<file path="src/rtl/core/rpb_pkg.sv">
// ----------------------------------------------------------------------------
// Record packing buffer ring: shared package
// Types, field widths, request codes and helper functions for the buffer
// ring core, its controller and its checker.
// ----------------------------------------------------------------------------
package rpb_pkg;

  // Default geometry of the ring.
  localparam int BUF_BYTES_DEF = 512;
  localparam int NUM_BUFS_DEF  = 4;

  // Fixed field widths of the transaction payloads.
  localparam int REC_LEN_W     = 12;
  localparam int HEAD_LEN_W    = 8;
  localparam int BYTE_W        = 8;
  localparam int OFFSET_W      = 9;
  localparam int LEN_FIELD_W   = 10;
  localparam int COUNT_FIELD_W = 3;
  localparam int CTR_W         = 16;

  // Width for record plus header length sums and the buffer size compare.
  localparam int SUM_W         = REC_LEN_W + 2;

  // Request codes; the two unused codes do nothing.
  typedef enum logic [2:0] {
    REQ_PUT_START  = 3'd0,
    REQ_PUT_DATA   = 3'd1,
    REQ_QUEUE      = 3'd2,
    REQ_DRAIN_READ = 3'd3,
    REQ_WRITE_DONE = 3'd4,
    REQ_CLEAR      = 3'd5
  } req_t;

  // Answer to a put start.
  typedef enum logic [1:0] {
    PS_APPENDED = 2'd0,
    PS_FRESH    = 2'd1,
    PS_REFUSED  = 2'd2,
    PS_NONE     = 2'd3
  } put_status_t;

  // Input transaction payload.
  typedef struct packed {
    req_t                  req_type;
    logic [REC_LEN_W-1:0]  rec_len;
    logic [HEAD_LEN_W-1:0] head_len;
    logic [BYTE_W-1:0]     data_byte;
    logic                  is_header;
    logic [OFFSET_W-1:0]   read_offset;
  } in_item_t;

  // Result transaction payload.
  typedef struct packed {
    put_status_t              put_status;
    logic                     queue_accepted;
    logic                     drain_valid;
    logic [LEN_FIELD_W-1:0]   drain_len;
    logic [BYTE_W-1:0]        read_data;
    logic [COUNT_FIELD_W-1:0] queued_count;
    logic [LEN_FIELD_W-1:0]   open_bytes;
    logic [CTR_W-1:0]         oversize_refusals;
    logic [CTR_W-1:0]         full_refusals;
  } out_item_t;

  // Per-transaction answer registered by the controller.
  typedef struct packed {
    put_status_t put_status;
    logic        queue_accepted;
    logic        read_hit;
  } rsp_t;

  // Ring status as seen after the last transaction.
  typedef struct packed {
    logic                     drain_valid;
    logic [LEN_FIELD_W-1:0]   drain_len;
    logic [COUNT_FIELD_W-1:0] queued_count;
    logic [LEN_FIELD_W-1:0]   open_bytes;
    logic [CTR_W-1:0]         oversize_refusals;
    logic [CTR_W-1:0]         full_refusals;
  } view_t;

  // Saturating increment of a refusal counter.
  function automatic logic [CTR_W-1:0] sat_inc(input logic [CTR_W-1:0] c);
    return (c == '1) ? c : c + 1'b1;
  endfunction

endpackage

</file>
<file path="src/rtl/core/rpb_ring_ctrl.sv">
// ----------------------------------------------------------------------------
// Buffer ring controller
// Keeps the ring pointers, buffer lengths, pending put state and refusal
// counters, and drives the byte store address for each transaction.
// ----------------------------------------------------------------------------
module rpb_ring_ctrl
  import rpb_pkg::*;
#(
  parameter int BUF_BYTES = BUF_BYTES_DEF,
  parameter int NUM_BUFS  = NUM_BUFS_DEF
) (
  input  logic                                    clk,
  input  logic                                    rst_n,
  input  logic                                    accept,
  input  in_item_t                                in_item,
  output logic                                    ram_we,
  output logic [$clog2(NUM_BUFS*BUF_BYTES)-1:0]   ram_addr,
  output logic [BYTE_W-1:0]                       ram_wdata,
  output rsp_t                                    rsp,
  output view_t                                   view
);

  localparam int LEN_W  = $clog2(BUF_BYTES + 1);
  localparam int IDX_W  = $clog2(NUM_BUFS);
  localparam int CNT_W  = $clog2(NUM_BUFS + 1);
  localparam int ADDR_W = $clog2(NUM_BUFS * BUF_BYTES);

  // Next buffer in ring order.
  function automatic logic [IDX_W-1:0] idx_inc(input logic [IDX_W-1:0] i);
    return (i == IDX_W'(NUM_BUFS - 1)) ? '0 : i + 1'b1;
  endfunction

  logic [IDX_W-1:0]      fill_idx_r,  fill_idx_nxt;
  logic [IDX_W-1:0]      drain_idx_r, drain_idx_nxt;
  logic [CNT_W-1:0]      count_r,     count_nxt;
  logic [LEN_W-1:0]      open_len_r,  open_len_nxt;
  logic [LEN_W-1:0]      drain_len_r, drain_len_nxt;
  logic                  active_r,    active_nxt;
  logic [HEAD_LEN_W-1:0] head_rem_r,  head_rem_nxt;
  logic [REC_LEN_W-1:0]  rec_rem_r,   rec_rem_nxt;
  logic [CTR_W-1:0]      ovs_ctr_r,   ovs_ctr_nxt;
  logic [CTR_W-1:0]      full_ctr_r,  full_ctr_nxt;
  rsp_t                  rsp_r,       rsp_nxt;

  // Lengths of closed buffers, written at close and read at the next drain.
  logic [LEN_W-1:0]      len_r [NUM_BUFS];
  logic                  len_we;

  logic                  full;
  logic [SUM_W-1:0]      need;
  logic [SUM_W-1:0]      room;
  logic [ADDR_W-1:0]     wr_addr;
  logic [ADDR_W-1:0]     rd_addr;
  logic                  rd_hit;
  logic                  take;

  assign full    = (count_r == CNT_W'(NUM_BUFS));
  assign need    = SUM_W'(in_item.rec_len) + SUM_W'(in_item.head_len);
  assign room    = SUM_W'(BUF_BYTES) - SUM_W'(open_len_r);
  assign wr_addr = ADDR_W'(fill_idx_r) * ADDR_W'(BUF_BYTES) + ADDR_W'(open_len_r);
  assign rd_addr = ADDR_W'(drain_idx_r) * ADDR_W'(BUF_BYTES)
                 + ADDR_W'(in_item.read_offset);
  assign rd_hit  = (count_r != '0)
                 && (SUM_W'(in_item.read_offset) < SUM_W'(drain_len_r));

  // A data byte is taken when room is left and it matches the pending put.
  assign take = active_r && !full && (open_len_r < LEN_W'(BUF_BYTES))
              && (in_item.is_header ? (head_rem_r != '0)
                                    : ((head_rem_r == '0) && (rec_rem_r != '0)));

  // Next-state logic for one transaction.
  always_comb begin
    fill_idx_nxt  = fill_idx_r;
    drain_idx_nxt = drain_idx_r;
    count_nxt     = count_r;
    open_len_nxt  = open_len_r;
    drain_len_nxt = drain_len_r;
    active_nxt    = active_r;
    head_rem_nxt  = head_rem_r;
    rec_rem_nxt   = rec_rem_r;
    ovs_ctr_nxt   = ovs_ctr_r;
    full_ctr_nxt  = full_ctr_r;
    rsp_nxt       = '{put_status: PS_NONE, queue_accepted: 1'b0, read_hit: 1'b0};
    len_we        = 1'b0;
    ram_we        = 1'b0;

    case (in_item.req_type)
      REQ_PUT_START: begin
        if (in_item.rec_len == '0) begin
          rsp_nxt.put_status = PS_APPENDED;
        end else if (need > SUM_W'(BUF_BYTES)) begin
          ovs_ctr_nxt        = sat_inc(ovs_ctr_r);
          rsp_nxt.put_status = PS_REFUSED;
        end else begin
          active_nxt   = 1'b0;
          head_rem_nxt = '0;
          rec_rem_nxt  = '0;
          if (full) begin
            full_ctr_nxt       = sat_inc(full_ctr_r);
            rsp_nxt.put_status = PS_REFUSED;
          end else if ((open_len_r != '0) && (SUM_W'(in_item.rec_len) > room)) begin
            // The record does not fit: close and queue the open buffer first.
            len_we       = 1'b1;
            fill_idx_nxt = idx_inc(fill_idx_r);
            count_nxt    = count_r + 1'b1;
            open_len_nxt = '0;
            if (count_r == '0) begin
              drain_len_nxt = open_len_r;
            end
            if (count_r == CNT_W'(NUM_BUFS - 1)) begin
              full_ctr_nxt       = sat_inc(full_ctr_r);
              rsp_nxt.put_status = PS_REFUSED;
            end else begin
              active_nxt         = 1'b1;
              rec_rem_nxt        = in_item.rec_len;
              head_rem_nxt       = in_item.head_len;
              rsp_nxt.put_status = PS_FRESH;
            end
          end else begin
            active_nxt  = 1'b1;
            rec_rem_nxt = in_item.rec_len;
            if (open_len_r == '0) begin
              head_rem_nxt       = in_item.head_len;
              rsp_nxt.put_status = PS_FRESH;
            end else begin
              rsp_nxt.put_status = PS_APPENDED;
            end
          end
        end
      end

      REQ_PUT_DATA: begin
        if (take) begin
          ram_we       = 1'b1;
          open_len_nxt = open_len_r + 1'b1;
          if (in_item.is_header) begin
            head_rem_nxt = head_rem_r - 1'b1;
            if ((head_rem_r == HEAD_LEN_W'(1)) && (rec_rem_r == '0)) begin
              active_nxt = 1'b0;
            end
          end else begin
            rec_rem_nxt = rec_rem_r - 1'b1;
            if (rec_rem_r == REC_LEN_W'(1)) begin
              active_nxt = 1'b0;
            end
          end
        end
      end

      REQ_QUEUE: begin
        if (!full && (open_len_r != '0)) begin
          len_we       = 1'b1;
          fill_idx_nxt = idx_inc(fill_idx_r);
          count_nxt    = count_r + 1'b1;
          open_len_nxt = '0;
          if (count_r == '0) begin
            drain_len_nxt = open_len_r;
          end
          active_nxt             = 1'b0;
          head_rem_nxt           = '0;
          rec_rem_nxt            = '0;
          rsp_nxt.queue_accepted = 1'b1;
        end
      end

      REQ_DRAIN_READ: begin
        rsp_nxt.read_hit = rd_hit;
      end

      REQ_WRITE_DONE: begin
        // Release the oldest buffer; the next one's length was kept at close.
        if (count_r != '0) begin
          drain_idx_nxt = idx_inc(drain_idx_r);
          count_nxt     = count_r - 1'b1;
          drain_len_nxt = len_r[idx_inc(drain_idx_r)];
        end
      end

      REQ_CLEAR: begin
        fill_idx_nxt  = '0;
        drain_idx_nxt = '0;
        count_nxt     = '0;
        open_len_nxt  = '0;
        active_nxt    = 1'b0;
        head_rem_nxt  = '0;
        rec_rem_nxt   = '0;
      end

      default: begin
      end
    endcase
  end

  // Control state.
  always_ff @(posedge clk) begin
    if (!rst_n) begin
      fill_idx_r  <= '0;
      drain_idx_r <= '0;
      count_r     <= '0;
      open_len_r  <= '0;
      drain_len_r <= '0;
      active_r    <= 1'b0;
      head_rem_r  <= '0;
      rec_rem_r   <= '0;
      ovs_ctr_r   <= '0;
      full_ctr_r  <= '0;
    end else if (accept) begin
      fill_idx_r  <= fill_idx_nxt;
      drain_idx_r <= drain_idx_nxt;
      count_r     <= count_nxt;
      open_len_r  <= open_len_nxt;
      drain_len_r <= drain_len_nxt;
      active_r    <= active_nxt;
      head_rem_r  <= head_rem_nxt;
      rec_rem_r   <= rec_rem_nxt;
      ovs_ctr_r   <= ovs_ctr_nxt;
      full_ctr_r  <= full_ctr_nxt;
    end
  end

  // Closed buffer lengths and the per-transaction answer.
  always_ff @(posedge clk) begin
    if (accept) begin
      rsp_r <= rsp_nxt;
      if (len_we) begin
        len_r[fill_idx_r] <= open_len_r;
      end
    end
  end

  // Byte store access: the write of a data byte or the drain read.
  assign ram_addr  = (accept && ram_we) ? wr_addr : rd_addr;
  assign ram_wdata = in_item.data_byte;

  assign rsp = rsp_r;

  // Ring status after the last transaction.
  assign view.drain_valid       = (count_r != '0);
  assign view.drain_len         = (count_r != '0) ? LEN_FIELD_W'(drain_len_r) : '0;
  assign view.queued_count      = COUNT_FIELD_W'(count_r);
  assign view.open_bytes        = full ? '0 : LEN_FIELD_W'(open_len_r);
  assign view.oversize_refusals = ovs_ctr_r;
  assign view.full_refusals     = full_ctr_r;

endmodule

</file>
<file path="config.mk">
export PLATFORM = sky130hd
export DESIGN_NAME = rpb_ring_ctrl
export DESIGN_NICKNAME = d
export VERILOG_FILES = /design/src/rtl/core/rpb_pkg.sv /design/src/rtl/core/rpb_ring_ctrl.sv
export SDC_FILE = /design/constraint.sdc
export NUM_CORES = 1
export LEC_CHECK = 0
export ABC_AREA = 1
export BUFFER_PORTS_ARGS = -buffer_cell sky130_fd_sc_hd__buf_2
export CAP_MARGIN = 5
export CORE_UTILIZATION = 55
export CTS_CLUSTER_SIZE = 24
export DETAILED_ROUTE_END_ITERATION = 10
export PLACE_DENSITY = 0.77
export SYNTH_ARGS = -nofsm -noshare
export SYNTH_HDL_FRONTEND = slang
export SYNTH_SLANG_ARGS = --single-unit
</file>
<file path="constraint.sdc">
create_clock -name clk -period 3.7 [get_ports clk]
set_input_delay 0.185 -clock clk [delete_from_list [all_inputs] [get_ports clk]]
set_output_delay 0.185 -clock clk [all_outputs]
set_load 0.1 [all_outputs]
</file>
======== Yosys cells after proc, flatten, opt, wreduce, memory -nomap -nowiden ========
Memory sizes are Yosys's and may differ from the RTL's.
Index checks and enable logic that the tools add are counted.
word-level totals
  register bits after elaboration ......... 84
  bits in latches ......................... 0
  bits in writable memories ............... 40
  memory bits (read-only) ................. 0
  output and inout bits ................... 80
  word-level logic and storage cells ...... 182
  memories ................................ 1
cells by class
  $add $sub $neg .......................... 13
  multiply operators ...................... 0
  div/mod/pow operators ................... 0
  magnitude comparators ................... 4
  equality and inequality tests ........... 24
  shift operators ......................... 0
  mux-type cells .......................... 87
  bitwise operators ....................... 3
  reduce and logical (&&, ||, !) cells .... 37
memory list
  memory  words  bits a word  rd ports  clocked after memory_dff  write ports  line                 RTL
  len_r   4      10           1         0                         1            rpb_ring_ctrl.sv:46  logic [LEN_W-1:0] len_r [NUM_BUFS];
operators by type and width
  kind                                                   number
  2-to-1 mux 10 bit                                      15
  2-to-1 mux 12 bit                                      8
  2-to-1 mux 8 bit                                       9
  2-to-1 mux 16 bit                                      4
  one-hot mux 12 bit (4 select lines)                    1
  one-hot mux 10 bit (4 select lines)                    1
  adder 16 x 1 -> 16 bit (second input constant)         2
  equality test 16 bit (second input constant)           2
  one-hot mux 8 bit (4 select lines)                     1
  AND reduction 8 bit                                    4
  one-hot mux 10 bit (3 select lines)                    1
  2-to-1 mux 2 bit                                       13
  zero test 12 bit                                       2
  2-to-1 mux 1 bit                                       22
  AND reduction 7 bit                                    3
  2-to-1 mux 3 bit                                       6
  != test 2 bit (second input constant)                  9
  > comparator 12 x 14 -> 1 bit                          1
  adder 12 x 8 -> 13 bit                                 1
  > comparator 13 x 10 -> 1 bit (second input constant)  1
  equality test 12 x 1 -> 1 bit (second input constant)  1
  one-hot mux 3 bit (4 select lines)                     1
  nonzero test 12 bit                                    1
  subtractor 12 x 1 -> 12 bit (second input constant)    1
  35 further kinds                                       58

======== Logic depth before layout (Yosys ltp) ========
Gate-level depths: netlist of the first run.
  depth in word-level cells ............... 11
  gate-level depth with buffers ........... 22
  gate-level depth less buffers ........... 22

======== Least setup slack after synthesis of the first run ========
No wires, ideal clock.
  path type ............................... reg-to-output
  start ................................... reg count_r[0]
  end ..................................... out ram_addr[10]
  arrival ................................. 5.586 ns
  required time ........................... 3.515 ns
  setup slack ............................. -2.071 ns
  cell stages (with the launch flop) ...... 12
  path buffers ............................ 1
  cell sequence ........................... dfxtp_1 > inv_1 > nand2_1 > nor2_1 > inv_1 > nand3_1 > nor2_1 > nand3_2 > nor2_1 > nand2_1 > clkbuf_1 > o21ai_0
on the way
  longest elaborated chain between the ends .. 9
RTL lines
  what                             line                  RTL
  start: declaration               rpb_ring_ctrl.sv:35   logic [CNT_W-1:0] count_r, count_nxt;
  start signal: assignment         rpb_ring_ctrl.sv:210  count_r <= count_nxt;
  equality test 3 bit              rpb_ring_ctrl.sv:57   assign full = (count_r == CNT_W'(NUM_BUFS));
  zero test 1 bit                  rpb_ring_ctrl.sv:67   assign take = active_r && !full && (open_len_r < LEN_W'(BUF_BYTES))
  logical AND 1 bit (2 in series)  rpb_ring_ctrl.sv:67
  logical AND 1 bit                rpb_ring_ctrl.sv:68   && (in_item.is_header ? (head_rem_r != '0)
  2-to-1 mux 1 bit                 rpb_ring_ctrl.sv:133  if (take) begin
  2-to-1 mux 1 bit                 rpb_ring_ctrl.sv:87   case (in_item.req_type)
  named net ram_we                 rpb_ring_ctrl.sv:16   output logic ram_we,
  logical AND 1 bit                rpb_ring_ctrl.sv:232  assign ram_addr = (accept && ram_we) ? wr_addr : rd_addr;
  2-to-1 mux 11 bit                rpb_ring_ctrl.sv:232
  end: declaration                 rpb_ring_ctrl.sv:17   output logic [$clog2(NUM_BUFS*BUF_BYTES)-1:0] ram_addr,
The timed path passes the listed nets, and every way through them passes these cells.

======== Worst setup path after layout of the first run ========
  start ................................... reg count_r[0]
  end ..................................... out ram_addr[0]
on the way
  longest elaborated chain between the ends .. 9
RTL lines
  what                             line
  equality test 3 bit              rpb_ring_ctrl.sv:57
  zero test 1 bit                  rpb_ring_ctrl.sv:67
  logical AND 1 bit (2 in series)  rpb_ring_ctrl.sv:67
  logical AND 1 bit                rpb_ring_ctrl.sv:68
  2-to-1 mux 1 bit                 rpb_ring_ctrl.sv:133
  2-to-1 mux 1 bit                 rpb_ring_ctrl.sv:87
  logical AND 1 bit                rpb_ring_ctrl.sv:232
  2-to-1 mux 11 bit                rpb_ring_ctrl.sv:232
Every way passes these cells.

==> impl_metrics.prom, run 1 <==
# TYPE chip_impl_metric gauge
chip_impl_info{name="outcome",value="finished clean"} 1
chip_impl_info{name="synthTopCellsByArea",value="dfxtp_1 19%, edfxtp_1 16%, nand2_1 13%"} 1
chip_impl_metric{name="synth_enable_flop_cells",unit=""} 44
chip_impl_metric{name="crit_fanout",unit=""} 16
chip_impl_metric{name="cell_pwr_density",unit="mW/mm^2"} 411.3
chip_impl_metric{name="setup_viol_count_final",unit=""} 0
chip_impl_metric{name="async_reset_ff_share",unit="%"} 0
chip_impl_metric{name="ir_worst_vdd",unit="uV"} 311.6
chip_impl_metric{name="post_drt_via_cell_ratio",unit=""} 5.494
chip_impl_metric{name="p_leak",unit="uW"} 0.004512
chip_impl_metric{name="timing.max_cap.violations",unit=""} 0
chip_impl_metric{name="detail_route.wirelength",unit="um"} 22930
chip_impl_metric{name="final_net_count",unit=""} 1376
chip_impl_info{name="layout_common_cells",value="292 x nand2_1, 177 x nor2_1, 122 x inv_1"} 1
chip_impl_metric{name="die_footprint",unit="sq mm"} 0.01552
chip_impl_info{name="clock_tree_from_tritoncts",value="yes"} 1
chip_impl_metric{name="fin_ws",unit="ns"} 0.2539
chip_impl_metric{name="placedCellCount",unit=""} 1453
chip_impl_metric{name="relSlewSlack",unit="%"} 23.02
chip_impl_info{name="timing.critical_path.to_type",value="output pin"} 1
chip_impl_metric{name="synth_largest_type_area_fraction",unit="%"} 19.38
chip_impl_metric{name="cts-htree-levels",unit=""} 4
chip_impl_info{name="critical-path-top-cell-by-count",value="inv_1"} 1
chip_impl_metric{name="cts_buffer_depth",unit=""} 2
chip_impl_info{name="timing_endpoint_of_the_critical_path",value="ram_addr[0]"} 1
chip_impl_metric{name="final_max_slew_viol_count",unit=""} 0
chip_impl_metric{name="minimum_setup_slack_after_placement",unit="ns"} 0.05861
chip_impl_metric{name="bufs_and_invs_on_worst_path",unit=""} 4
chip_impl_metric{name="grt_max_degree",unit=""} 49
chip_impl_metric{name="areaGrowthSynthToFinish",unit="%"} 20.38
chip_impl_info{name="grt_setup_unrepaired",value="true"} 1
chip_impl_metric{name="timing_worst_slew_pin_value",unit="ns"} 1.153
chip_impl_metric{name="final_hold_viol_count",unit=""} 0
chip_impl_metric{name="antenna_cells",unit=""} 0
chip_impl_info{name="crit_path_cell_trace",value="inv_1 -> nand2_1 -> nor2_2 -> inv_1 -> nand3_1 -> nor2_1 -> nand3_2 -> nor2_4 -> nand2_1 -> inv_1 -> o21a_1 -> buf_12"} 1
chip_impl_metric{name="fin_crit",unit="ns"} 3.446
chip_impl_metric{name="route.vias.total",unit=""} 8158
chip_impl_metric{name="clock_insertion_delay_worst_skew",unit="ns"} 0.43
chip_impl_metric{name="r2r_cells",unit=""} 16
chip_impl_metric{name="detail_route.iter0.violations",unit=""} 742
chip_impl_metric{name="syn_avg_cell_area",unit="sq um"} 6.997
chip_impl_metric{name="postSynthNetCount",unit=""} 1269
chip_impl_metric{name="signal_arrival_time_at_the_worst_endpoint",unit="ns"} 3.26
chip_impl_metric{name="mappedNetlistArea",unit="sq mm"} 0.008263
chip_impl_metric{name="synth.ff_latch_count",unit=""} 124
chip_impl_metric{name="drt_drc_violations_left",unit=""} 0
chip_impl_info{name="crit_start",value="count_r[0]"} 1
chip_impl_info{name="r2r-end",value="len_r[1][7]"} 1
chip_impl_info{name="worst_setup_path_start_kind",value="flop"} 1
chip_impl_metric{name="share_of_the_cycle_needed_by_the_critical_path_after_routing",unit="%"} 93.14
chip_impl_metric{name="placement.io_buffers",unit=""} 107
chip_impl_metric{name="syn_inst",unit=""} 1181
chip_impl_metric{name="synth-seq-area-share",unit="%"} 35.37
chip_impl_metric{name="synth_warnings",unit=""} 0
chip_impl_metric{name="regToRegSetupSlack",unit="ns"} 0.26
chip_impl_metric{name="std_cell_rows",unit=""} 44
chip_impl_info{name="cp_slowest_cell",value="nand2_1"} 1
chip_impl_metric{name="clock_sink_count",unit=""} 124
chip_impl_metric{name="hpwlAfterDp",unit="um"} 16930
chip_impl_metric{name="final_cells",unit=""} 1485
chip_impl_metric{name="required",unit="ns"} 3.51
chip_impl_metric{name="die_width",unit="um"} 124.6
chip_impl_metric{name="cts_made_buffers",unit=""} 17
chip_impl_metric{name="initial_core_util",unit="%"} 56.64
chip_impl_info{name="worstReg2RegStart",value="open_len_r[1]"} 1
chip_impl_metric{name="grt-ovfl-total",unit=""} 0
chip_impl_metric{name="yosys.cell_types.count",unit=""} 50
chip_impl_info{name="timing.hold.worst.class",value="input port to flop"} 1
chip_impl_metric{name="core_area",unit="sq mm"} 0.01459
chip_impl_metric{name="skew",unit="ns"} 0.009780
chip_impl_metric{name="dieHeight",unit="um"} 124.6
chip_impl_metric{name="hold_ws",unit="ns"} 0.1465
chip_impl_metric{name="antenna_left",unit=""} 0
chip_impl_metric{name="firstDrtPassIters",unit=""} 6
chip_impl_metric{name="critical_path_depth",unit=""} 12
chip_impl_metric{name="gp_congestion",unit=""} 0.9199
chip_impl_metric{name="vias_in_the_first_global_route",unit=""} 7516
chip_impl_metric{name="critical_path.max_stage_delay",unit="ns"} 0.57
chip_impl_metric{name="antenna_found_initial",unit=""} 0
chip_impl_metric{name="global_route_wire_length_before_repair",unit="um"} 37240
chip_impl_metric{name="design_power_total",unit="uW"} 4091
chip_impl_info{name="cts.root.buffer_cell",value="clkbuf_16"} 1
chip_impl_info{name="leading_cell_type_in_the_layout_fill_and_taps_excluded",value="nand2_1"} 1
chip_impl_metric{name="layout-drive-gt1-share",unit="%"} 17.22
chip_impl_metric{name="fin_tns_setup",unit="ns"} 0
chip_impl_metric{name="wl_per_cell",unit="um"} 15.44
chip_impl_info{name="synth_top_flop_cell",value="dfxtp_1"} 1
chip_impl_info{name="synth_largest_area_cell",value="dfxtp_1"} 1
chip_impl_metric{name="io-pin-count",unit=""} 124
chip_impl_metric{name="clkSlewWorstSetupHoldPaths",unit="ns"} 0.05
chip_impl_info{name="timing.critical_path.max_delay_family",value="simple AND/OR/NAND/NOR gates"} 1
chip_impl_metric{name="cts_post_setup_buffers_inserted",unit=""} 0
chip_impl_info{name="timing.setup.critical_path_class",value="flop to output pin"} 1
chip_impl_metric{name="grtUsageTotal",unit="%"} 30.09
chip_impl_metric{name="fmax",unit="GHz"} 0.2902
[per-stage QoR]
step,area (sq um),util (%)
floorplan,8378,-
detailed placement,9256,63.45
CTS,9932,68.08
global placement,9256,63.45
finish,9947,68.18
global route,9947,68.18
[area by class of cell]
class / instances / area [sq um]
Clock buffer: 24 / 524.3
Fill cell: 1229 / 4642
Tap cell: 184 / 230.2
Inverter: 131 / 491.7
Clock inverter: 8 / 148.9
Timing Repair Buffer: 130 / 873.3
Multi-Input combinational cell: 884 / 4753
Sequential cell: 124 / 2925
[worst min path at each step]
| stage | start | slack (ns) | cells past startpoint | to |
|---|---|---|---|---|
| 5_1_grt | accept | 0.15 | 1 | rsp[0] |
| 3_5_place_dp | in_item[10] | 0.37 | 0 | ram_wdata[0] |
| 6_report | accept | 0.15 | 1 | rsp[0] |
| 3_3_place_gp | in_item[10] | 0.37 | 0 | ram_wdata[0] |
| 2_1_floorplan | accept | 0.30 | 0 | rsp[0] |
| 4_1_cts | accept | 0.13 | 1 | rsp[0] |
[worst reg2reg max path, delay by kind of cell (launching register included)]
family | cells | cell delay [ns]
adders and majority gates | 2 | 0.55
DFF | 1 | 0.30
buffers and inverters | 1 | 0.14
and+or+nand+nor | 12 | 1.84
AOI/OAI and AO/OA | 1 | 0.25
[flip-flops by register name (all words and copies together), names as in the netlist, 4 cells and up]
signal and count:
drain_len_r 10, head_rem_r 8, ovs_ctr_r 16, rsp 4
full_ctr_r 16, len_r 40, open_len_r 10, rec_rem_r 12
[layer usage]
metal	global-route usage (%)	vias up	wire (um)
met3	5.627	50	1640
met5	0	-	0
met4	13.96	0	716
met2	49.04	336	10920
met1	38.50	3697	9650
li1	-	4075	-
[cell usage after synthesis (2+ instances only)]
library cell / n
nand2_1: 292
nor4_1: 4
clkinv_1: 2
nand3_2: 7
buf_4: 9
nand4_1: 19
ha_1: 42
nand3_1: 71
nor3b_1: 3
nor3_1: 22
a31oi_1: 2
buf_6: 3
nand2_2: 7
o31ai_1: 2
nor2_4: 6
xor2_1: 24
nand3b_1: 3
a21oi_1: 73
o211ai_1: 4
a32o_1: 10
buf_2: 9
o22ai_1: 3
dfxtp_1: 80
clkbuf_1: 21
nor2_1: 183
nand2_4: 5
inv_1: 122
o21bai_1: 4
o21ai_0: 61
nor2_2: 3
xnor2_1: 8
o21a_1: 3
fa_1: 2
inv_2: 7
o21ai_1: 4
edfxtp_1: 44
or2_2: 4
[where the power goes]
group,switching (uW),leakage (uW),internal [uW]
Clock,614,0.000323,1260
Sequential,23.4,0.00108,1440
Combinational,523,0.00311,230
Total,1160,0.00451,2930
[repair_timing]
item,in CTS,in global routing
pin swaps,0,0
endpoints found under the setup margin,3,40
hold buffers,0,0
gates resized for setup,1,6
[cells by family (layout without fill, tap and decap cells)]
logic type / after synthesis / after routing / synth area share, %
simple gates: 636 / 636 / 33.86
buf+inv: 173 / 293 / 8.677
compound gates: 172 / 172 / 11.86
flops: 124 / 124 / 35.37
fa+ha+maj: 44 / 44 / 6.844
xor+xnor: 32 / 32 / 3.392
Power figures use the tool's default switching activity.
==> run 2, diff against run 1 <==
- BUFFER_PORTS_ARGS: -buffer_cell sky130_fd_sc_hd__buf_2 -> -buffer_cell sky130_fd_sc_hd__clkbuf_2
==> impl_metrics.prom, run 2 (synthesis gave the netlist of run 1 again) <==
# TYPE chip_impl_metric gauge
chip_impl_info{name="outcome",value="finished clean"} 1
chip_impl_info{name="grt_setup_unrepaired",value="true"} 1
chip_impl_metric{name="metal1_wirelength",unit="um"} 9811
chip_impl_metric{name="clock_insertion_delay_worst_skew",unit="ns"} 0.42
chip_impl_metric{name="placement.io_buffers",unit=""} 107
chip_impl_metric{name="wl_per_cell",unit="um"} 15.25
chip_impl_metric{name="timing_worst_slew_pin_value",unit="ns"} 1.048
chip_impl_metric{name="setup_viol_count_final",unit=""} 0
chip_impl_metric{name="required",unit="ns"} 3.76
chip_impl_info{name="largestRegisters",value="len_r: 40 flops, full_ctr_r: 16 flops, ovs_ctr_r: 16 flops"} 1
chip_impl_info{name="leading_cell_type_in_the_layout_fill_and_taps_excluded",value="nand2_1"} 1
chip_impl_metric{name="hpwlAfterDp",unit="um"} 16880
chip_impl_info{name="top_signal_layer_used",value="met4"} 1
chip_impl_metric{name="final_hold_viol_count",unit=""} 0
chip_impl_metric{name="ir_worst_vdd",unit="uV"} 230.0
chip_impl_metric{name="detail_route.wirelength",unit="um"} 22650
chip_impl_metric{name="cts-htree-levels",unit=""} 4
chip_impl_metric{name="antenna_cells",unit=""} 0
chip_impl_info{name="worst_setup_path_start_kind",value="flop"} 1
chip_impl_metric{name="final_max_slew_viol_count",unit=""} 0
chip_impl_info{name="worstReg2RegStart",value="open_len_r[1]"} 1
chip_impl_info{name="timing_endpoint_of_the_critical_path",value="len_r[0][0]"} 1
chip_impl_metric{name="design_power_total",unit="uW"} 3878
chip_impl_metric{name="std_cell_rows",unit=""} 44
chip_impl_metric{name="minimum_setup_slack_after_placement",unit="ns"} 0.01067
chip_impl_metric{name="areaGrowthSynthToFinish",unit="%"} 19.34
chip_impl_info{name="clock_tree_from_tritoncts",value="yes"} 1
chip_impl_metric{name="antenna_left",unit=""} 0
chip_impl_metric{name="antenna_found_initial",unit=""} 0
chip_impl_metric{name="initial_core_util",unit="%"} 56.64
chip_impl_info{name="timing.hold.worst.class",value="input port to flop"} 1
chip_impl_metric{name="fin_ws",unit="ns"} 0.2715
chip_impl_metric{name="cts_made_buffers",unit=""} 17
chip_impl_metric{name="detail_route.iter0.violations",unit=""} 804
chip_impl_metric{name="regToRegSetupSlack",unit="ns"} 0.27
chip_impl_metric{name="die_footprint",unit="sq mm"} 0.01552
chip_impl_metric{name="final_net_count",unit=""} 1376
chip_impl_metric{name="route.vias.total",unit=""} 8032
chip_impl_metric{name="timing.max_cap.violations",unit=""} 0
chip_impl_metric{name="fillers",unit=""} 1228
chip_impl_metric{name="dieHeight",unit="um"} 124.6
chip_impl_metric{name="post_drt_via_cell_ratio",unit=""} 5.409
chip_impl_metric{name="share_of_the_cycle_needed_by_the_critical_path_after_routing",unit="%"} 92.66
chip_impl_metric{name="grt-ovfl-total",unit=""} 0
chip_impl_metric{name="layout-drive-gt1-share",unit="%"} 16.99
chip_impl_info{name="crit_start",value="open_len_r[1]"} 1
chip_impl_info{name="max_flop_register",value="len_r"} 1
chip_impl_metric{name="io-pin-count",unit=""} 124
chip_impl_metric{name="signal_arrival_time_at_the_worst_endpoint",unit="ns"} 3.49
chip_impl_info{name="hp-start",value="in_item[28]"} 1
chip_impl_info{name="cp_slowest_cell",value="nor2_2"} 1
chip_impl_info{name="r2r-end",value="len_r[0][0]"} 1
chip_impl_info{name="layout_common_cells",value="292 x nand2_1, 177 x nor2_1, 122 x inv_1"} 1
chip_impl_info{name="cts.root.buffer_cell",value="clkbuf_16"} 1
chip_impl_metric{name="die_width",unit="um"} 124.6
chip_impl_metric{name="r2r_cells",unit=""} 14
chip_impl_metric{name="skew",unit="ns"} 0.007066
chip_impl_metric{name="fin_crit",unit="ns"} 3.429
chip_impl_info{name="crit_path_cell_trace",value="inv_1 -> nand3_2 -> nor3_2 -> nand3_1 -> xor2_1 -> ha_1 -> nand2_1 -> nor3_1 -> nand3_2 -> nand2_2 -> nand3_1 -> nor3_1 -> o21ai_1 -> nor2_2"} 1
chip_impl_metric{name="cts_buffer_depth",unit=""} 2
chip_impl_metric{name="p_leak",unit="uW"} 0.004421
chip_impl_metric{name="gp_congestion",unit=""} 0.9018
chip_impl_metric{name="met3_length",unit="um"} 1523
chip_impl_info{name="timing.critical_path.to_type",value="flop"} 1
chip_impl_metric{name="clkSlewWorstSetupHoldPaths",unit="ns"} 0.06
chip_impl_info{name="timing.setup.critical_path_class",value="flop to flop"} 1
chip_impl_metric{name="global_route_wire_length_before_repair",unit="um"} 37000
chip_impl_metric{name="core_area",unit="sq mm"} 0.01459
chip_impl_metric{name="grtUsageTotal",unit="%"} 29.95
chip_impl_metric{name="met2_length",unit="um"} 10630
chip_impl_metric{name="critical_path.max_stage_delay",unit="ns"} 0.51
chip_impl_metric{name="vias_in_the_first_global_route",unit=""} 7327
chip_impl_metric{name="firstDrtPassIters",unit=""} 5
chip_impl_metric{name="fmax",unit="GHz"} 0.2917
chip_impl_metric{name="drt_drc_violations_left",unit=""} 0
chip_impl_metric{name="grt_max_degree",unit=""} 49
chip_impl_metric{name="cell_pwr_density",unit="mW/mm^2"} 393.2
chip_impl_metric{name="crit_fanout",unit=""} 10
chip_impl_metric{name="relSlewSlack",unit="%"} 30.15
chip_impl_metric{name="largest_register_ff_count",unit=""} 40
chip_impl_metric{name="clock_sink_count",unit=""} 124
run 2: cell types whose count changed in the layout (fill, tap and decap cells not counted), sizes merged:
cell and delta:
buf -96, bufinv -1, clkbuf +92, clkinv +3, clkinvlp +2
run 2: worst max-delay path: cells and delay by family, from the launching register on:
family          cells  cell delay [ns]
fa+ha+maj           1             0.31
buf+inv             1             0.13
simple gates       10             1.90
xor+xnor            1             0.18
compound gates      1             0.24
flops               1             0.31
run 2: area by class of cell:
| cell class | instances | area, sq um | area share [%] |
|---|---|---|---|
| clock buffer | 20 | 446.7 | 4.530 |
| timing repair buffer | 130 | 873.3 | 8.857 |
| inverter | 131 | 491.7 | 4.987 |
| sequential | 124 | 2925 | 29.67 |
| clock inverter | 12 | 145.1 | 1.472 |
| tap | 184 | 230.2 | 2.335 |
| multi-input combinational | 884 | 4748 | 48.15 |
run 2: metrics by stage:
stage                     hold slack [ns]  cells  util [%]  setup TNS [ns]  cell area, sq um
after global routing               0.1921   1485     67.59          -1.365              9861
after CTS                          0.1669   1485     67.52               0              9851
after detailed placement           0.3707   1453     63.45               0              9256
after floorplan                    0.2975   1181         -         -0.5431              8378
final                              0.1788   1485     67.59               0              9861
after global placement             0.3707   1453     63.45               0              9256
run 2: power by group:
group	internal (uW)	switching [uW]
clock network	1070	599
logic	229	520
registers	1440	24.1
total	2730	1140
run 2: how the worst min path moves through the flow:
| stage | slack [ns] | depth (start not counted) | to |
|---|---|---|---|
| detailed placement | 0.37 | 0 | ram_wdata[0] |
| global placement | 0.37 | 0 | ram_wdata[0] |
| floorplan | 0.30 | 0 | rsp[0] |
| finish | 0.18 | 5 | rec_rem_r[2] |
| global route | 0.19 | 5 | rec_rem_r[6] |
| CTS | 0.17 | 5 | rec_rem_r[5] |
run 2: timing repair:
action,4_1_cts,5_1_grt
hold buffers,0,0
pin swaps,0,0
setup buffers,0,0
setup endpoints to repair,10,51
resized for setup,1,5
cloned,0,0
run 2: per-layer routing:
layer  vias to the layer above  global-route usage (%)
met3                        50                   5.241
met2                       318                   48.26
li1                       4068                       -
met4                         0                   12.97
met1                      3596                   39.38
met5                         -                       0
==> run 3, diff against run 2 <==
- PLACE_DENSITY: 0.77 -> 0.88
==> impl_metrics.prom, run 3 (synthesis gave the netlist of run 1 again) <==
# TYPE chip_impl_metric gauge
chip_impl_metric{name="dieHeight",unit="um"} 124.6
chip_impl_metric{name="grt-ovfl-total",unit=""} 0
chip_impl_metric{name="grt_max_degree",unit=""} 48
chip_impl_metric{name="fin_ws",unit="ns"} 0.1955
chip_impl_metric{name="share_of_the_cycle_needed_by_the_critical_path_after_routing",unit="%"} 94.72
chip_impl_info{name="timing.setup.critical_path_class",value="flop to flop"} 1
chip_impl_metric{name="post_drt_via_cell_ratio",unit=""} 5.664
chip_impl_metric{name="vias_in_the_first_global_route",unit=""} 8049
chip_impl_metric{name="power_frac_comb",unit="%"} 20.0
chip_impl_metric{name="post_cts_resize_count",unit=""} 0
chip_impl_metric{name="core_area",unit="sq mm"} 0.01459
chip_impl_metric{name="grtUsageTotal",unit="%"} 31.32
chip_impl_metric{name="clock_power_share",unit="%"} 41.3
chip_impl_metric{name="fin_crit",unit="ns"} 3.504
chip_impl_metric{name="final_max_slew_viol_count",unit=""} 0
chip_impl_metric{name="std_cell_rows",unit=""} 44
chip_impl_metric{name="cell_pwr_density",unit="mW/mm^2"} 385.2
chip_impl_metric{name="wl_per_cell",unit="um"} 15.97
chip_impl_metric{name="clock_insertion_delay_worst_skew",unit="ns"} 0.43
chip_impl_metric{name="signal_arrival_time_at_the_worst_endpoint",unit="ns"} 3.56
chip_impl_metric{name="clkSlewWorstSetupHoldPaths",unit="ns"} 0.06
chip_impl_info{name="cts.root.buffer_cell",value="clkbuf_16"} 1
chip_impl_metric{name="timing_worst_slew_pin_value",unit="ns"} 1.133
chip_impl_metric{name="fillers",unit=""} 1142
chip_impl_metric{name="largest_register_ff_count",unit=""} 40
chip_impl_metric{name="p_int",unit="uW"} 2616
chip_impl_metric{name="critical_path.max_stage_delay",unit="ns"} 0.51
chip_impl_metric{name="io-pin-count",unit=""} 124
chip_impl_metric{name="timing.max_cap.violations",unit=""} 0
chip_impl_metric{name="minimum_setup_slack_after_placement",unit="ns"} 0.04379
chip_impl_metric{name="required",unit="ns"} 3.75
chip_impl_metric{name="clock_sink_count",unit=""} 124
chip_impl_metric{name="setup_viol_count_final",unit=""} 0
chip_impl_info{name="max_flop_register",value="len_r"} 1
chip_impl_info{name="largestRegisters",value="len_r: 40 flops, full_ctr_r: 16 flops, ovs_ctr_r: 16 flops"} 1
chip_impl_info{name="timing.critical_path.to_type",value="flop"} 1
chip_impl_metric{name="cts-htree-levels",unit=""} 4
chip_impl_metric{name="antenna_left",unit=""} 0
chip_impl_metric{name="placed_area",unit="sq mm"} 0.009249
chip_impl_info{name="timing.hold.worst.class",value="input port to flop"} 1
chip_impl_metric{name="final_core_utilization",unit="%"} 67.31
chip_impl_metric{name="route.vias.total",unit=""} 8406
chip_impl_metric{name="die_width",unit="um"} 124.6
chip_impl_metric{name="die_footprint",unit="sq mm"} 0.01552
chip_impl_metric{name="final_net_count",unit=""} 1375
chip_impl_metric{name="net-switching-power",unit="uW"} 1166
chip_impl_info{name="cp_slowest_cell",value="nor2_2"} 1
chip_impl_metric{name="detail_route.iter0.violations",unit=""} 845
chip_impl_metric{name="hpwlAfterDp",unit="um"} 17380
chip_impl_metric{name="hold_ws",unit="ns"} 0.1727
chip_impl_metric{name="p_leak",unit="uW"} 0.004412
chip_impl_metric{name="fmax",unit="GHz"} 0.2854
chip_impl_metric{name="global_route_wire_length_before_repair",unit="um"} 38890
chip_impl_info{name="leading_cell_type_in_the_layout_fill_and_taps_excluded",value="nand2_1"} 1
chip_impl_metric{name="fin_tns_setup",unit="ns"} 0
chip_impl_metric{name="antenna_cells",unit=""} 0
chip_impl_metric{name="antenna_found_initial",unit=""} 0
chip_impl_metric{name="cts_buffer_depth",unit=""} 2
chip_impl_metric{name="relSlewSlack",unit="%"} 24.39
chip_impl_metric{name="skew",unit="ns"} 0.01287
chip_impl_metric{name="final_hold_viol_count",unit=""} 0
chip_impl_info{name="clock_tree_from_tritoncts",value="yes"} 1
chip_impl_metric{name="areaGrowthSynthToFinish",unit="%"} 18.84
chip_impl_metric{name="cts_post_setup_buffers_inserted",unit=""} 0
chip_impl_metric{name="crit_fanout",unit=""} 10
chip_impl_info{name="outcome",value="finished clean"} 1
chip_impl_metric{name="bufs_and_invs_on_worst_path",unit=""} 1
chip_impl_metric{name="p_seq_share",unit="%"} 38.7
chip_impl_metric{name="drt_drc_violations_left",unit=""} 0
chip_impl_metric{name="initial_core_util",unit="%"} 56.64
chip_impl_metric{name="firstDrtPassIters",unit=""} 5
chip_impl_metric{name="net_switching_fraction_of_the_power",unit="%"} 30.82
chip_impl_metric{name="ir_worst_vdd",unit="uV"} 281.8
chip_impl_info{name="layout_common_cells",value="292 x nand2_1, 177 x nor2_1, 122 x inv_1"} 1
chip_impl_metric{name="placement.io_buffers",unit=""} 107
chip_impl_metric{name="layout-drive-gt1-share",unit="%"} 17.08
chip_impl_info{name="worst_setup_path_start_kind",value="flop"} 1
chip_impl_metric{name="cts_made_buffers",unit=""} 17
chip_impl_info{name="timing.critical_path.max_delay_family",value="simple AND/OR/NAND/NOR gates"} 1
chip_impl_metric{name="detail_route.wirelength",unit="um"} 23700
chip_impl_metric{name="postLayoutCellArea",unit="sq mm"} 0.009819
chip_impl_metric{name="gp_congestion",unit=""} 0.9288
chip_impl_info{name="crit_path_cell_trace",value="inv_1 -> nand3_2 -> nor3_2 -> nand3_1 -> xor2_1 -> ha_1 -> nand2_1 -> nor3_1 -> nand3_2 -> nand2_2 -> nand3_1 -> nor3_1 -> o21ai_1 -> nor2_2"} 1
chip_impl_metric{name="post_cts_hold_buffer_count",unit=""} 0
chip_impl_info{name="grt_setup_unrepaired",value="true"} 1
-- run 3: cell count changes in the layout (fill, tap and decap cells not counted), sizes merged --
cell,before,now
inv,130,131
buf,34,33
bufinv,3,1
clkinvlp,4,2
clkinv,6,9
-- run 3: through the flow --
stage,power [uW],std cells
2_1_floorplan,2081,1181
3_3_place_gp,2208,1452
3_5_place_dp,2229,1452
4_1_cts,3775,1484
5_1_grt,3933,1484
6_report,3782,1484
-- run 3: path summary, 6_finish.rpt --
check,from,endpoint,slack (ns),cells after the start
worst min register to register,ovs_ctr_r[13],ovs_ctr_r[13],0.51,2
worst max register to register,open_len_r[1],len_r[0][9],0.20,14
worst max-delay path,open_len_r[1],len_r[0][9],0.20,14
worst min-delay path,in_item[31],rec_rem_r[5],0.17,5
-- run 3: worst min-delay path, stage by stage --
cell,delay (ns)
clkbuf_2,0.14
nand2_1,0.08
nand2_1,0.04
nand2_1,0.05
a21oi_1,0.05
-- run 3: routing by layer --
metal  track usage [%]  part of all wire, %  up-vias
met4             18.36                  4.7        0
met1             37.62                   39     3825
met3             6.014                  8.1       96
met2             52.06                   48      415
met5                 0                    0        -
li1                  -                    -     4070
-- run 3: cell type report --
type / instances / area (sq um) / area share (%)
inverter: 131 / 491.7 / 5.008
tap: 184 / 230.2 / 2.345
multi-input combinational: 884 / 4753 / 48.41
timing repair buffer: 129 / 865.8 / 8.818
clock inverter: 12 / 96.34 / 0.9811
sequential: 124 / 2925 / 29.79
clock buffer: 20 / 456.7 / 4.651
-- run 3: power groups by stage --
| stage | Clock (uW) | Sequential (uW) | Combinational (uW) |
|---|---|---|---|
| 6_report | 1560 | 1460 | 755 |
| 5_1_grt | 1640 | 1470 | 831 |
| 4_1_cts | 1570 | 1460 | 745 |
| 3_5_place_dp | 0 | 1490 | 739 |
| 3_3_place_gp | 0 | 1490 | 719 |
| 2_1_floorplan | 0 | 1520 | 562 |
